File: src/rtl/ems_pkg.sv
`timescale 1ns / 1ps
// shared types, constants and character classes for the export marker scanner
// no dependencies

package ems_pkg;

    localparam int DEF_RAW_DELIM_SLOTS = 17;
    localparam int DEF_MAX_IDENT_LEN   = 255;

    // result kinds
    localparam logic [1:0] KIND_IDENT    = 2'd0;
    localparam logic [1:0] KIND_COMPLETE = 2'd1;
    localparam logic [1:0] KIND_END      = 2'd2;
    localparam logic [1:0] KIND_ERROR    = 2'd3;

    // error codes
    localparam logic [2:0] ERR_NONE       = 3'd0;
    localparam logic [2:0] ERR_READ       = 3'd1;
    localparam logic [2:0] ERR_EARLY_END  = 3'd2;
    localparam logic [2:0] ERR_BAD_START  = 3'd3;
    localparam logic [2:0] ERR_DOUBLE_US  = 3'd4;
    localparam logic [2:0] ERR_NOT_FUNC   = 3'd5;
    localparam logic [2:0] ERR_TOO_LONG   = 3'd6;

    // characters
    localparam logic [7:0] CH_QUOTE   = 8'h22;
    localparam logic [7:0] CH_DOLLAR  = 8'h24;
    localparam logic [7:0] CH_LPAREN  = 8'h28;
    localparam logic [7:0] CH_RPAREN  = 8'h29;
    localparam logic [7:0] CH_COLON   = 8'h3a;
    localparam logic [7:0] CH_UPPER_R = 8'h52;
    localparam logic [7:0] CH_BSLASH  = 8'h5c;
    localparam logic [7:0] CH_USCORE  = 8'h5f;
    localparam logic [7:0] CH_LOWER_D = 8'h64;
    localparam logic [7:0] CH_LOWER_E = 8'h65;
    localparam logic [7:0] CH_BLANK   = 8'h20;

    // rest of the namespace word after its leading 'd'
    localparam logic [7:0] WORD_REST [4] = '{8'h6f, 8'h61, 8'h72, 8'h72};
    // rest of "exported" after the leading 'e'
    localparam logic [7:0] TAIL_REST [7] = '{8'h78, 8'h70, 8'h6f, 8'h72,
                                             8'h74, 8'h65, 8'h64};

    typedef struct packed {
        logic [7:0] data_byte;
        logic       end_of_input;
        logic       read_failed;
    } item_t;

    typedef struct packed {
        logic       has;
        logic [1:0] kind;
        logic [7:0] ident_byte;
        logic [2:0] error_code;
    } res_t;

    function automatic logic is_start_char(input logic [7:0] c);
        return (c == CH_DOLLAR) || (c >= 8'h41 && c <= 8'h5a) || (c == CH_USCORE) ||
               (c >= 8'h61 && c <= 8'h7a) || c[7];
    endfunction

    function automatic logic is_name_char(input logic [7:0] c);
        return is_start_char(c) || (c >= 8'h30 && c <= 8'h39);
    endfunction

    function automatic logic is_blank(input logic [7:0] c);
        return c <= CH_BLANK;
    endfunction

endpackage

File: src/rtl/ems_scan.sv
`timescale 1ns / 1ps
// scanner state, raw delimiter store and the per-byte transition logic
// depends on ems_pkg

module ems_scan #(
    parameter int RAW_DELIM_SLOTS = ems_pkg::DEF_RAW_DELIM_SLOTS,
    parameter int MAX_IDENT_LEN   = ems_pkg::DEF_MAX_IDENT_LEN
) (
    input  logic           clk,
    input  logic           rst_n,
    input  logic           fire,
    input  ems_pkg::item_t item,
    output ems_pkg::res_t  res
);

    localparam int DLEN_W = $clog2(RAW_DELIM_SLOTS + 1);
    localparam int DIDX_W = $clog2(RAW_DELIM_SLOTS);
    localparam int MPOS_W = (DLEN_W > 3) ? DLEN_W : 3;
    localparam int LEN_W  = $clog2(MAX_IDENT_LEN + 1);

    localparam logic [3:0] M_TOP        = 4'd0;
    localparam logic [3:0] M_R_SEEN     = 4'd1;
    localparam logic [3:0] M_STR        = 4'd2;
    localparam logic [3:0] M_STR_ESC    = 4'd3;
    localparam logic [3:0] M_RAW_DELIM  = 4'd4;
    localparam logic [3:0] M_RAW_BODY   = 4'd5;
    localparam logic [3:0] M_RAW_MATCH  = 4'd6;
    localparam logic [3:0] M_WORD       = 4'd7;
    localparam logic [3:0] M_COLON1     = 4'd8;
    localparam logic [3:0] M_COLON2     = 4'd9;
    localparam logic [3:0] M_WANT_E     = 4'd10;
    localparam logic [3:0] M_TAIL       = 4'd11;
    localparam logic [3:0] M_NAME_START = 4'd12;
    localparam logic [3:0] M_NAME       = 4'd13;
    localparam logic [3:0] M_PAREN      = 4'd14;

    logic [3:0]        mode_reg, mode_next;
    logic              prev_ident_reg, prev_ident_next;
    logic [MPOS_W-1:0] match_pos_reg, match_pos_next;
    logic [DLEN_W-1:0] raw_len_reg, raw_len_next;
    logic [LEN_W-1:0]  ident_len_reg, ident_len_next;
    logic              last_us_reg, last_us_next;
    logic              dbl_us_reg, dbl_us_next;

    logic [7:0]        delim_mem [RAW_DELIM_SLOTS];
    logic              delim_we;
    logic [7:0]        delim_wdata;
    logic [7:0]        delim_rdata;

    logic [7:0]        b;
    logic              do_top;
    logic              do_body;
    logic              top_prev;
    logic              fin;
    logic [DLEN_W-1:0] raw_len_eff;
    logic [MPOS_W-1:0] match_inc;

    assign b           = item.data_byte;
    assign delim_rdata = delim_mem[match_pos_reg[DIDX_W-1:0]];
    assign match_inc   = match_pos_reg + MPOS_W'(1);

    always_comb
    begin
        mode_next       = mode_reg;
        prev_ident_next = prev_ident_reg;
        match_pos_next  = match_pos_reg;
        raw_len_next    = raw_len_reg;
        ident_len_next  = ident_len_reg;
        last_us_next    = last_us_reg;
        dbl_us_next     = dbl_us_reg;
        delim_we        = 1'b0;
        delim_wdata     = (b == ems_pkg::CH_LPAREN) ? ems_pkg::CH_QUOTE : b;
        raw_len_eff     = raw_len_reg;
        res             = '0;
        do_top          = 1'b0;
        do_body         = 1'b0;
        top_prev        = prev_ident_reg;
        fin             = 1'b0;

        if (item.end_of_input)
        begin
            fin          = 1'b1;
            res.has      = 1'b1;
            res.kind     = ems_pkg::KIND_ERROR;
            if (mode_reg == M_NAME_START || mode_reg == M_NAME)
                res.error_code = item.read_failed ? ems_pkg::ERR_READ
                                                  : ems_pkg::ERR_EARLY_END;
            else if (mode_reg == M_PAREN)
                res.error_code = ems_pkg::ERR_NOT_FUNC;
            else if (item.read_failed)
                res.error_code = ems_pkg::ERR_READ;
            else
            begin
                res.kind       = ems_pkg::KIND_END;
                res.error_code = ems_pkg::ERR_NONE;
            end
        end
        else
        begin
            case (mode_reg)
                M_TOP:
                    do_top = 1'b1;
                M_R_SEEN:
                    if (b == ems_pkg::CH_QUOTE)
                    begin
                        mode_next    = M_RAW_DELIM;
                        raw_len_next = '0;
                    end
                    else
                    begin
                        // the R counts as an identifier character for this byte
                        do_top          = 1'b1;
                        top_prev        = 1'b1;
                        prev_ident_next = 1'b1;
                    end
                M_STR:
                    if (b == ems_pkg::CH_QUOTE)
                    begin
                        mode_next       = M_TOP;
                        prev_ident_next = 1'b0;
                    end
                    else if (b == ems_pkg::CH_BSLASH)
                        mode_next = M_STR_ESC;
                M_STR_ESC:
                    mode_next = M_STR;
                M_RAW_DELIM:
                begin
                    if (raw_len_reg < DLEN_W'(RAW_DELIM_SLOTS))
                    begin
                        delim_we    = 1'b1;
                        raw_len_eff = raw_len_reg + DLEN_W'(1);
                    end
                    raw_len_next = raw_len_eff;
                    if (b == ems_pkg::CH_LPAREN || raw_len_eff >= DLEN_W'(RAW_DELIM_SLOTS))
                        mode_next = M_RAW_BODY;
                end
                M_RAW_BODY:
                    do_body = 1'b1;
                M_RAW_MATCH:
                    if (match_pos_reg < MPOS_W'(raw_len_reg) && b == delim_rdata)
                    begin
                        match_pos_next = match_inc;
                        if (match_inc >= MPOS_W'(raw_len_reg))
                        begin
                            mode_next       = M_TOP;
                            prev_ident_next = 1'b0;
                            match_pos_next  = '0;
                        end
                    end
                    else
                        do_body = 1'b1;
                M_WORD:
                    if (match_pos_reg < MPOS_W'(4) &&
                        b == ems_pkg::WORD_REST[match_pos_reg[1:0]])
                    begin
                        match_pos_next = match_inc;
                        if (match_inc >= MPOS_W'(4))
                            mode_next = M_COLON1;
                    end
                    else
                        do_top = 1'b1;
                M_COLON1, M_COLON2, M_WANT_E:
                    if (!ems_pkg::is_blank(b))
                    begin
                        if (mode_reg == M_COLON1 && b == ems_pkg::CH_COLON)
                            mode_next = M_COLON2;
                        else if (mode_reg == M_COLON2 && b == ems_pkg::CH_COLON)
                            mode_next = M_WANT_E;
                        else if (mode_reg == M_WANT_E && b == ems_pkg::CH_LOWER_E)
                        begin
                            mode_next      = M_TAIL;
                            match_pos_next = '0;
                        end
                        else
                            mode_next = M_TOP;
                    end
                M_TAIL:
                    if (match_pos_reg < MPOS_W'(7) &&
                        b == ems_pkg::TAIL_REST[match_pos_reg[2:0]])
                    begin
                        match_pos_next = match_inc;
                        if (match_inc >= MPOS_W'(7))
                        begin
                            mode_next      = M_NAME_START;
                            match_pos_next = '0;
                        end
                    end
                    else
                        do_top = 1'b1;
                M_NAME_START:
                    if (!ems_pkg::is_blank(b))
                    begin
                        if (!ems_pkg::is_start_char(b))
                        begin
                            fin            = 1'b1;
                            res.has        = 1'b1;
                            res.kind       = ems_pkg::KIND_ERROR;
                            res.error_code = ems_pkg::ERR_BAD_START;
                        end
                        else
                        begin
                            ident_len_next = LEN_W'(1);
                            last_us_next   = (b == ems_pkg::CH_USCORE);
                            dbl_us_next    = 1'b0;
                            mode_next      = M_NAME;
                            res.has        = 1'b1;
                            res.kind       = ems_pkg::KIND_IDENT;
                            res.ident_byte = b;
                        end
                    end
                M_NAME:
                begin
                    res.has = 1'b1;
                    if (ems_pkg::is_name_char(b))
                    begin
                        if (ident_len_reg >= LEN_W'(MAX_IDENT_LEN))
                        begin
                            fin            = 1'b1;
                            res.kind       = ems_pkg::KIND_ERROR;
                            res.error_code = ems_pkg::ERR_TOO_LONG;
                        end
                        else
                        begin
                            dbl_us_next    = dbl_us_reg ||
                                             (last_us_reg && b == ems_pkg::CH_USCORE);
                            last_us_next   = (b == ems_pkg::CH_USCORE);
                            ident_len_next = ident_len_reg + LEN_W'(1);
                            res.kind       = ems_pkg::KIND_IDENT;
                            res.ident_byte = b;
                        end
                    end
                    else if (dbl_us_reg)
                    begin
                        fin            = 1'b1;
                        res.kind       = ems_pkg::KIND_ERROR;
                        res.error_code = ems_pkg::ERR_DOUBLE_US;
                    end
                    else if (b == ems_pkg::CH_LPAREN)
                    begin
                        fin      = 1'b1;
                        res.kind = ems_pkg::KIND_COMPLETE;
                    end
                    else if (ems_pkg::is_blank(b))
                    begin
                        res.has   = 1'b0;
                        mode_next = M_PAREN;
                    end
                    else
                    begin
                        fin            = 1'b1;
                        res.kind       = ems_pkg::KIND_ERROR;
                        res.error_code = ems_pkg::ERR_NOT_FUNC;
                    end
                end
                M_PAREN:
                    if (!ems_pkg::is_blank(b))
                    begin
                        fin     = 1'b1;
                        res.has = 1'b1;
                        if (b == ems_pkg::CH_LPAREN)
                            res.kind = ems_pkg::KIND_COMPLETE;
                        else
                        begin
                            res.kind       = ems_pkg::KIND_ERROR;
                            res.error_code = ems_pkg::ERR_NOT_FUNC;
                        end
                    end
                default:
                begin
                    // unused code: recover to top level and scan this byte there
                    match_pos_next  = '0;
                    ident_len_next  = '0;
                    last_us_next    = 1'b0;
                    dbl_us_next     = 1'b0;
                    prev_ident_next = 1'b0;
                    top_prev        = 1'b0;
                    do_top          = 1'b1;
                end
            endcase

            // top-level handling, also for bytes handed back by a broken match
            if (do_top)
            begin
                mode_next = M_TOP;
                if (b == ems_pkg::CH_QUOTE)
                    mode_next = M_STR;
                else if (b == ems_pkg::CH_UPPER_R)
                    mode_next = M_R_SEEN;
                else if (b == ems_pkg::CH_LOWER_D)
                begin
                    if (!top_prev)
                    begin
                        mode_next      = M_WORD;
                        match_pos_next = '0;
                    end
                end
                else
                    prev_ident_next = ems_pkg::is_name_char(b);
            end

            if (do_body)
            begin
                mode_next = M_RAW_BODY;
                if (b == ems_pkg::CH_RPAREN)
                begin
                    mode_next      = M_RAW_MATCH;
                    match_pos_next = '0;
                end
            end
        end

        if (fin)
        begin
            mode_next       = M_TOP;
            prev_ident_next = 1'b0;
            match_pos_next  = '0;
            ident_len_next  = '0;
            last_us_next    = 1'b0;
            dbl_us_next     = 1'b0;
        end
    end

    always_ff @(posedge clk or negedge rst_n)
    begin
        if (!rst_n)
        begin
            mode_reg       <= M_TOP;
            prev_ident_reg <= 1'b0;
            match_pos_reg  <= '0;
            raw_len_reg    <= '0;
            ident_len_reg  <= '0;
            last_us_reg    <= 1'b0;
            dbl_us_reg     <= 1'b0;
        end
        else if (fire)
        begin
            mode_reg       <= mode_next;
            prev_ident_reg <= prev_ident_next;
            match_pos_reg  <= match_pos_next;
            raw_len_reg    <= raw_len_next;
            ident_len_reg  <= ident_len_next;
            last_us_reg    <= last_us_next;
            dbl_us_reg     <= dbl_us_next;
        end
    end

    // delimiter store has no reset, entries are written before they are compared
    always_ff @(posedge clk)
    begin
        if (fire && delim_we)
            delim_mem[raw_len_reg[DIDX_W-1:0]] <= delim_wdata;
    end

    a_finish_to_top: assert property (@(posedge clk) disable iff (!rst_n)
        fire && res.has && res.kind != ems_pkg::KIND_IDENT
        |=> mode_reg == M_TOP && ident_len_reg == '0 && match_pos_reg == '0)
        else $error("scanner did not return to top level after a final result");

    a_ident_len_bound: assert property (@(posedge clk) disable iff (!rst_n)
        ident_len_reg <= LEN_W'(MAX_IDENT_LEN))
        else $error("identifier length beyond limit");

    a_raw_len_bound: assert property (@(posedge clk) disable iff (!rst_n)
        raw_len_reg <= DLEN_W'(RAW_DELIM_SLOTS))
        else $error("raw delimiter length beyond store depth");

    a_raw_match_bound: assert property (@(posedge clk) disable iff (!rst_n)
        mode_reg == M_RAW_MATCH |-> match_pos_reg < MPOS_W'(raw_len_reg))
        else $error("raw close match position past delimiter length");

endmodule

File: src/rtl/export_marker_scanner_core.sv
`timescale 1ns / 1ps
// Export marker scanner, top level: input register, scanner, result register.
// Takes the source one byte per transaction on the input channel and emits
// identifier bytes, completion, end and error results on the output channel.
// depends on ems_pkg and ems_scan
//
// Input channel (in_valid / in_stall): one transaction per byte, or an end
// marker with end_of_input set and read_failed telling a read error apart.
// Output channel (out_valid / out_stall): zero or one result per input
// transaction, in order: kind, ident_byte, error_code.
// Path: a byte accepted into the input register is scanned from there; its
// result, if any, is loaded into the output register as the byte moves on and
// shows on the output ports from then on.
// Throughput: one byte per cycle while no result is held by out_stall; the scanner
// state holds one short transition per byte, so such bytes stream without gaps.
// Stall: a held result stays stable while out_stall is high; the byte in the
// input register then waits only if it produces a result of its own, and
// in_stall rises once the input register is full and cannot move on.
// Reset: asynchronous, active low; both registers empty, scanner at top level.

module export_marker_scanner_core #(
    parameter int RAW_DELIM_SLOTS = ems_pkg::DEF_RAW_DELIM_SLOTS,
    parameter int MAX_IDENT_LEN   = ems_pkg::DEF_MAX_IDENT_LEN
) (
    input  logic       clk,
    input  logic       rst_n,

    input  logic       in_valid,
    output logic       in_stall,
    input  logic [7:0] data_byte,
    input  logic       end_of_input,
    input  logic       read_failed,

    output logic       out_valid,
    input  logic       out_stall,
    output logic [1:0] kind,
    output logic [7:0] ident_byte,
    output logic [2:0] error_code
);

    logic           s1_valid_reg, s1_valid_next;
    ems_pkg::item_t s1_item_reg;
    logic           out_valid_reg, out_valid_next;
    logic [1:0]     kind_reg;
    logic [7:0]     ident_reg;
    logic [2:0]     err_reg;

    ems_pkg::res_t  res;
    logic           out_free;
    logic           s1_adv;
    logic           in_take;

    assign out_free = !out_valid_reg || !out_stall;
    assign s1_adv   = s1_valid_reg && (!res.has || out_free);
    assign in_stall = s1_valid_reg && !s1_adv;
    assign in_take  = in_valid && !in_stall;

    ems_scan #(
        .RAW_DELIM_SLOTS (RAW_DELIM_SLOTS),
        .MAX_IDENT_LEN   (MAX_IDENT_LEN)
    ) u_scan (
        .clk   (clk),
        .rst_n (rst_n),
        .fire  (s1_adv),
        .item  (s1_item_reg),
        .res   (res)
    );

    always_comb
    begin
        s1_valid_next = s1_valid_reg;
        if (in_take)
            s1_valid_next = 1'b1;
        else if (s1_adv)
            s1_valid_next = 1'b0;

        out_valid_next = out_valid_reg;
        if (out_free)
            out_valid_next = s1_adv && res.has;
    end

    always_ff @(posedge clk or negedge rst_n)
    begin
        if (!rst_n)
        begin
            s1_valid_reg  <= 1'b0;
            out_valid_reg <= 1'b0;
        end
        else
        begin
            s1_valid_reg  <= s1_valid_next;
            out_valid_reg <= out_valid_next;
        end
    end

    always_ff @(posedge clk)
    begin
        if (in_take)
        begin
            s1_item_reg.data_byte    <= data_byte;
            s1_item_reg.end_of_input <= end_of_input;
            s1_item_reg.read_failed  <= read_failed;
        end
        if (out_free && s1_adv && res.has)
        begin
            kind_reg  <= res.kind;
            ident_reg <= res.ident_byte;
            err_reg   <= res.error_code;
        end
    end

    assign out_valid  = out_valid_reg;
    assign kind       = kind_reg;
    assign ident_byte = ident_reg;
    assign error_code = err_reg;

    a_ident_zero: assert property (@(posedge clk) disable iff (!rst_n)
        out_valid_reg && kind_reg != ems_pkg::KIND_IDENT |-> ident_reg == 8'h00)
        else $error("identifier byte set on a non-identifier result");

    a_err_zero: assert property (@(posedge clk) disable iff (!rst_n)
        out_valid_reg && kind_reg != ems_pkg::KIND_ERROR |-> err_reg == ems_pkg::ERR_NONE)
        else $error("error code set on a non-error result");

    a_stall_only_when_full: assert property (@(posedge clk) disable iff (!rst_n)
        in_stall |-> s1_valid_reg && out_valid_reg && out_stall)
        else $error("input stalled without a blocked result");

endmodule

File: config.mk
export PLATFORM = sky130hd
export DESIGN_NAME = export_marker_scanner_core
export DESIGN_NICKNAME = d
export VERILOG_FILES = /design/src/rtl/ems_pkg.sv /design/src/rtl/ems_scan.sv /design/src/rtl/export_marker_scanner_core.sv
export SDC_FILE = /design/constraint.sdc
export NUM_CORES = 1
export LEC_CHECK = 0
export BUFFER_PORTS_ARGS = -buffer_cell sky130_fd_sc_hd__buf_2
export CORE_MARGIN = 3
export CORE_UTILIZATION = 60
export DETAILED_ROUTE_END_ITERATION = 12
export GPL_ROUTABILITY_DRIVEN = 0
export PLACE_DENSITY = 0.88
export SLEW_MARGIN = 0
export SYNTH_ARGS = -nofsm -noshare
export SYNTH_HDL_FRONTEND = slang
export SYNTH_HIERARCHICAL = 1
export SYNTH_SLANG_ARGS = --single-unit
File: constraint.sdc
create_clock -name clk -period 9.65 [get_ports clk]
set_input_delay 0 -clock clk [delete_from_list [all_inputs] [get_ports clk]]
set_output_delay 0 -clock clk [all_outputs]
set_load 0.05 [all_outputs]
; Yosys cells after proc, flatten, opt, wreduce, memory -nomap -nowiden
; Memory sizes are Yosys's and may differ from the RTL's.
; Index checks and enable logic that the tools add are counted.
; Widths: inputs -> output; s select.
[word_totals]
in_bits = 14
mem_bits_rw = 136
mem_bits_ro = 64
mem_count = 2
elab_cells = 288
regBits = 50
out_inout_bits = 15
[memory_table]
columns = name, depth, width, read_ports, rd_clocked_by_memory_dff, write_ports, line_no
row1 = u_scan.delim_mem, 17, 8, 1, 0, 1, ems_scan.sv:45  ; logic [7:0] delim_mem [RAW_DELIM_SLOTS];
row2 = (name not given), 8, 8, 1, 0, 0, ems_scan.sv:179  ; b == ems_pkg::TAIL_REST[match_pos_reg[2:0]])
[classes]
n_addsub = 3
eq_ne = 50
mux = 151
n_lt_le_gt_ge = 18
bitwise_logic = 3
reduce_logical = 46
[op_table]
columns = op, n
row1 = $mux 8, 14
row2 = $mux 5, 22
row3 = $mux 4, 27
row4 = $mux 1, 47
row5 = $eq 8x6->1 const B, 5
row6 = $eq 8x7->1 const B, 5
row7 = $ne 5x1->1 const B, 8
row8 = $pmux 4 s10, 1
row9 = $mux 3, 13
row10 = $ne 5x4->1 const B, 6
row11 = $eq 4x4->1 const B, 7
row12 = $pmux 5 s5, 1
row13 = $eq 8x8->1, 3
row14 = $mux 2, 12
row15 = $pmux 8 s3, 1
row16 = $reduce_and 19->1, 1
row17 = $pmux 3 s3, 2
row18 = $logic_and 1x1->1, 17
row19 = $bmux 8 s2, 1
row20 = $eq 4x3->1 const B, 4
row21 = $ge 8x7->1 const B, 2
row22 = $le 8x6->1 const B, 2
row23 = $le 8x7->1 const B, 2
row24 = $pmux 8 s2, 1
row25 = other kinds (40), 67

; Logic depth before layout (Yosys ltp)
[logic_depth]
ltp_word = 18
depth_mapped = 14
ltp_nobuf = 13

; By module
; Netlist, hierarchy kept.
[by_module_without_submodules]
columns = mod, n_inst, seq_area_each_um2, area_each_um2, cells_each
row1 = ems_scan, 1, 4709.5, 8727.1, 723
row2 = export_marker_scanner_core, 1, 740.7, 795.8, 35

; Worst setup path after synthesis
; OpenSTA, ideal clock, no wires.
[synth_path]
path_type = reg-to-reg
start = register s1_item_reg[5] (netlist bit)
end = memory u_scan.delim_mem[16][0] (enable)
t_arrival_ns = 3.759
slack_ns = 5.496
setup_ns = 0.395
path_buffers = 0
required_ns = 9.255
synth_period_minus_slack_ns = 4.154
path_stages_with_launch = 13
cell_sequence = edfxtp_1 > nor3_1 > nand2_1 > a211o_1 > o21a_1 > a311o_1 > a31oi_1 > inv_1 > nor2_1 > nand3_1 > inv_1 > nand2_1 > nor4_1
[synth_lines]
columns = element, line_no
row1 = "start, declared", export_marker_scanner_core.sv:42  ; ems_pkg::item_t s1_item_reg;
row2 = "end, declared", ems_scan.sv:45

==> impl_table.tex <==
\begin{tabular}{lr}
\hline
Metric & Value \\
\hline
\multicolumn{2}{l}{\textbf{Outcome}} \\
Result of the run & finished clean \\
\multicolumn{2}{l}{\textbf{Job}} \\
Max Cap Viol & 0 \\
\multicolumn{2}{l}{\textbf{Logic synthesis}} \\
Cell type with the highest aggregate area in the netlist & sky130\_fd\_sc\_hd\_\_edfxtp\_1 \\
Synth area leaders & sky130\_fd\_sc\_hd\_\_edfxtp\_1 (50\%), sky130\_fd\_sc\_hd\_\_dfrtp\_1 (7.1\%), sky130\_fd\_sc\_hd\_\_mux4\_2 (5.2\%) \\
Yosys warnings & 6 \\
Number of flops mapped to enable cells by yosys & 159 \\
Cell area after technology mapping & 0.00952 mm\^{}2 \\
Number of instances in the synthesized netlist & 758 \\
Mean post-synth cell area & 12.6 um\^{}2 \\
Fraction of registers with async set or reset after synthesis & 14.5\% \\
Most used flip-flop cell after synthesis & sky130\_fd\_sc\_hd\_\_edfxtp\_1 \\
Register area share after synthesis & 57.2\% \\
Library cells used by synthesis & 88 \\
Share of Yosys cell area claimed by the top area cell type & 50.1\% \\
Syn Nets & 792 \\
\#FFs+latches synth & 186 \\
\multicolumn{2}{l}{\textbf{Finish}} \\
Final Net Count & 820 \\
Number of inserted diodes & 0 \\
Area growth from synthesis to layout & 10.4\% \\
Most used cells in the layout excluding fill and tap cells & sky130\_fd\_sc\_hd\_\_edfxtp\_1 (159), sky130\_fd\_sc\_hd\_\_nand2\_1 (55), sky130\_fd\_sc\_hd\_\_nor2\_1 (40) \\
Max FFs per register & 136 \\
Layout cells sized above 1 & 14.6\% \\
Most common cell after layout, fill and taps aside & sky130\_fd\_sc\_hd\_\_edfxtp\_1 \\
\multicolumn{2}{l}{\textbf{Clock tree}} \\
CTS H-Tree Depth & 4 \\
Cell at the root of the clock tree & sky130\_fd\_sc\_hd\_\_clkbuf\_16 \\
Clock-pin slew on the worst setup and hold paths & 0.08 ns \\
Sink count of the clock tree & 186 \\
CTS tree & yes \\
Num CTS Buffers & 17 \\
PostCTS Resize Cnt & 0 \\
Bufs on Longest Clock Path & 2 \\
Clock insertion delay at the later pin of the skew report & 0.44 ns \\
\multicolumn{2}{l}{\textbf{Routing}} \\
Total iterations of the first detailed-routing run & 8 \\
Iter 0 DRT Violations & 1178 \\
Avg WL per Cell & 24.3 um \\
ANT nets after route & 0 \\
Drt via density & 7.06 \\
DR DRC count & 0 \\
Routed via count & 7129 \\
Total wire length & 24500 um \\
\multicolumn{2}{l}{\textbf{Worst hold path}} \\
Hold/Removal Path Class & input pin to asynchronous set/reset pin \\
\multicolumn{2}{l}{\textbf{Floorplan}} \\
Row Count & 45 \\
Y dimension of the die & 132 um \\
Die width & 132 um \\
Total I/O pin count & 29 \\
Die area & 0.0174 mm\^{}2 \\
Initial cell density of the core & 62.0\% \\
Core Region & 0.0154 mm\^{}2 \\
\multicolumn{2}{l}{\textbf{Power and ir drop}} \\
Total power after layout & 1.73 mW \\
Worst-case vdd ir drop & 0.000138 V \\
Areal power density over the cells & 164 mW/mm\^{}2 \\
P\_leak & 3.54 nW \\
\multicolumn{2}{l}{\textbf{Timing}} \\
Number of hold violations in the final report & 0 \\
Final setup violating endpoints & 0 \\
Unrepaired setup endpoints after global routing & no \\
Final period util & 57.8\% \\
Achievable Freq & 179 MHz \\
Final total negative setup slack & 0 ns \\
Max transition margin & 15.5\% \\
Final Max Tran Viols & 0 \\
Least-Margin Pin Slew & 1.27 ns \\
Setup clock skew after layout & 0.0129 ns \\
Min Clock Period, post-route & 5.57 ns \\
\multicolumn{2}{l}{\textbf{Global routing}} \\
Wire length of the first global-routing pass & 38800 um \\
Busiest layer in global routing & met2 \\
Via count of the first global-routing pass & 6956 \\
Largest net degree at the start of global routing & 56 \\
Met2 Use GR & 44.1\% \\
Met1 usage in global routing & 38.2\% \\
Total gr overflow & 0 \\
Total track usage & 28.7\% \\
Met3 usage in global routing & 6.91\% \\
Antenna violations before repair & 0 \\
\multicolumn{2}{l}{\textbf{Place}} \\
Detailed Place HPWL & 15800 um \\
Number of buffers inserted by port buffering & 28 \\
\multicolumn{2}{l}{\textbf{Worst setup path}} \\
Register-to-register setup slack & 4.08 ns \\
Critical path start-end classification & flip-flop to flip-flop \\
Depth of the worst register-to-register path & 11 \\
Worst R2R End & u\_scan/delim\_mem[15][5] \\
Required time of the worst setup path & 9.74 ns \\
Data arrival time of the critical path & 5.67 ns \\
Category of the worst setup path capture point & flip-flop \\
Kind of launch point of the worst setup path & flip-flop \\
Highest net fanout along the worst path & 32 \\
RR Startpoint & s1\_item\_reg[4] \\
\hline
\end{tabular}
[cell type report]
cell class / instances / area [um^2]
multi-input cells: 505 / 3780
well taps: 211 / 264
inverters: 24 / 90.1
fillers: 1008 / 4850
clock buffers: 17 / 425
repair buffers: 52 / 355
clock inverters: 15 / 149
flip-flops and latches: 186 / 5450
[how the worst max path moves through the flow]
stage	from	endpoint	slack [ns]	depth (start not counted)
after CTS	s1_item_reg[4]	u_scan/delim_mem[15][5]	4.22	11
after global routing	s1_item_reg[4]	u_scan/delim_mem[15][0]	3.68	11
after floorplan	s1_item_reg[5]	u_scan/delim_mem[16][0]	5.50	12
after global placement	s1_item_reg[4]	u_scan/delim_mem[7][5]	4.65	11
final	s1_item_reg[4]	u_scan/delim_mem[15][5]	4.08	11
after detailed placement	s1_item_reg[4]	u_scan/delim_mem[7][5]	4.23	11
[through the flow]
step / cell area, um^2 / util (%) / std cells / worst slack, ns / hold slack (ns)
2_1_floorplan: 9520 / - / 758 / 5.50 / -0.296
3_3_place_gp: 9800 / 63.8 / 964 / 4.65 / 0.0421
3_5_place_dp: 9800 / 63.8 / 964 / 4.23 / 0.0543
4_1_cts: 10500 / 68.4 / 1010 / 4.22 / 0.129
5_1_grt: 10500 / 68.4 / 1010 / 3.68 / 0.179
6_report: 10500 / 68.4 / 1010 / 4.08 / 0.129
[synthesized netlist by cell type (6+ instances only)]
| cell type | instances |
|---|---|
| sky130_fd_sc_hd__nor3_1 | 13 |
| sky130_fd_sc_hd__mux2i_1 | 27 |
| sky130_fd_sc_hd__xnor2_1 | 7 |
| sky130_fd_sc_hd__a211oi_1 | 7 |
| sky130_fd_sc_hd__nand2_1 | 55 |
| sky130_fd_sc_hd__nand4_1 | 7 |
| sky130_fd_sc_hd__mux4_2 | 22 |
| sky130_fd_sc_hd__nand2b_1 | 17 |
| sky130_fd_sc_hd__inv_1 | 23 |
| sky130_fd_sc_hd__edfxtp_1 | 159 |
| sky130_fd_sc_hd__nor4_1 | 15 |
| sky130_fd_sc_hd__buf_2 | 7 |
| sky130_fd_sc_hd__and2_1 | 30 |
| sky130_fd_sc_hd__a22oi_1 | 10 |
| sky130_fd_sc_hd__o21ai_0 | 32 |
| sky130_fd_sc_hd__ha_1 | 20 |
| sky130_fd_sc_hd__dfrtp_1 | 27 |
| sky130_fd_sc_hd__nor2b_1 | 10 |
| sky130_fd_sc_hd__clkbuf_1 | 27 |
| sky130_fd_sc_hd__nand3_1 | 17 |
| sky130_fd_sc_hd__and3_1 | 16 |
| sky130_fd_sc_hd__o22ai_1 | 8 |
| sky130_fd_sc_hd__a21oi_1 | 23 |
| sky130_fd_sc_hd__nor2_1 | 40 |
| sky130_fd_sc_hd__or2_2 | 6 |
[report_power, final]
part	total (mW)	leakage, nW	switching, mW	internal (mW)
clock network	0.679	0.285	0.333	0.345
registers	0.904	1.81	0.0189	0.885
logic	0.146	1.44	0.0999	0.0462
[critical path, cell delays in order, from the launching register on]
cell                       delay [ns]
sky130_fd_sc_hd__edfxtp_1        0.84
sky130_fd_sc_hd__nor3_1          0.58
sky130_fd_sc_hd__nand2_1         0.22
sky130_fd_sc_hd__a211o_1         0.41
sky130_fd_sc_hd__o21a_1          0.23
sky130_fd_sc_hd__a311o_1         0.38
sky130_fd_sc_hd__a31oi_1         0.40
sky130_fd_sc_hd__inv_1           0.27
sky130_fd_sc_hd__nor2_1          0.25
sky130_fd_sc_hd__nand3_1         0.40
sky130_fd_sc_hd__nor4_1          0.73
sky130_fd_sc_hd__and3_1          0.52
[cell families (layout without fill, tap and decap cells)]
kind of cell | Yosys count | in the layout | synth area share [%]
AO/OA/AOI/OAI | 167 | 167 | 13.0
XOR/XNOR | 10 | 10 | 0.920
adder cells (fa/ha/maj) | 20 | 20 | 2.63
buffers and inverters | 67 | 108 | 3.13
flip-flops | 186 | 186 | 57.2
multiplexers | 52 | 52 | 8.40
AND/OR/NAND/NOR | 256 | 256 | 14.7
[repair_timing]
action / 4_1_cts / 5_1_grt
hold endpoints to repair: 39 / 0
endpoints found under the setup margin: 0 / 0
buffers inserted: 0 / 0
hold buffers: 14 / 0
[metal layers]
layer	share of wire, %	wire [um]	up-vias
met3	11	2580	133
met1	38	9210	3396
met4	5.1	1240	0
met5	0	0	-
li1	-	-	3015
met2	47	11500	585
No activity file was read; power rests on OpenSTA's default activity.
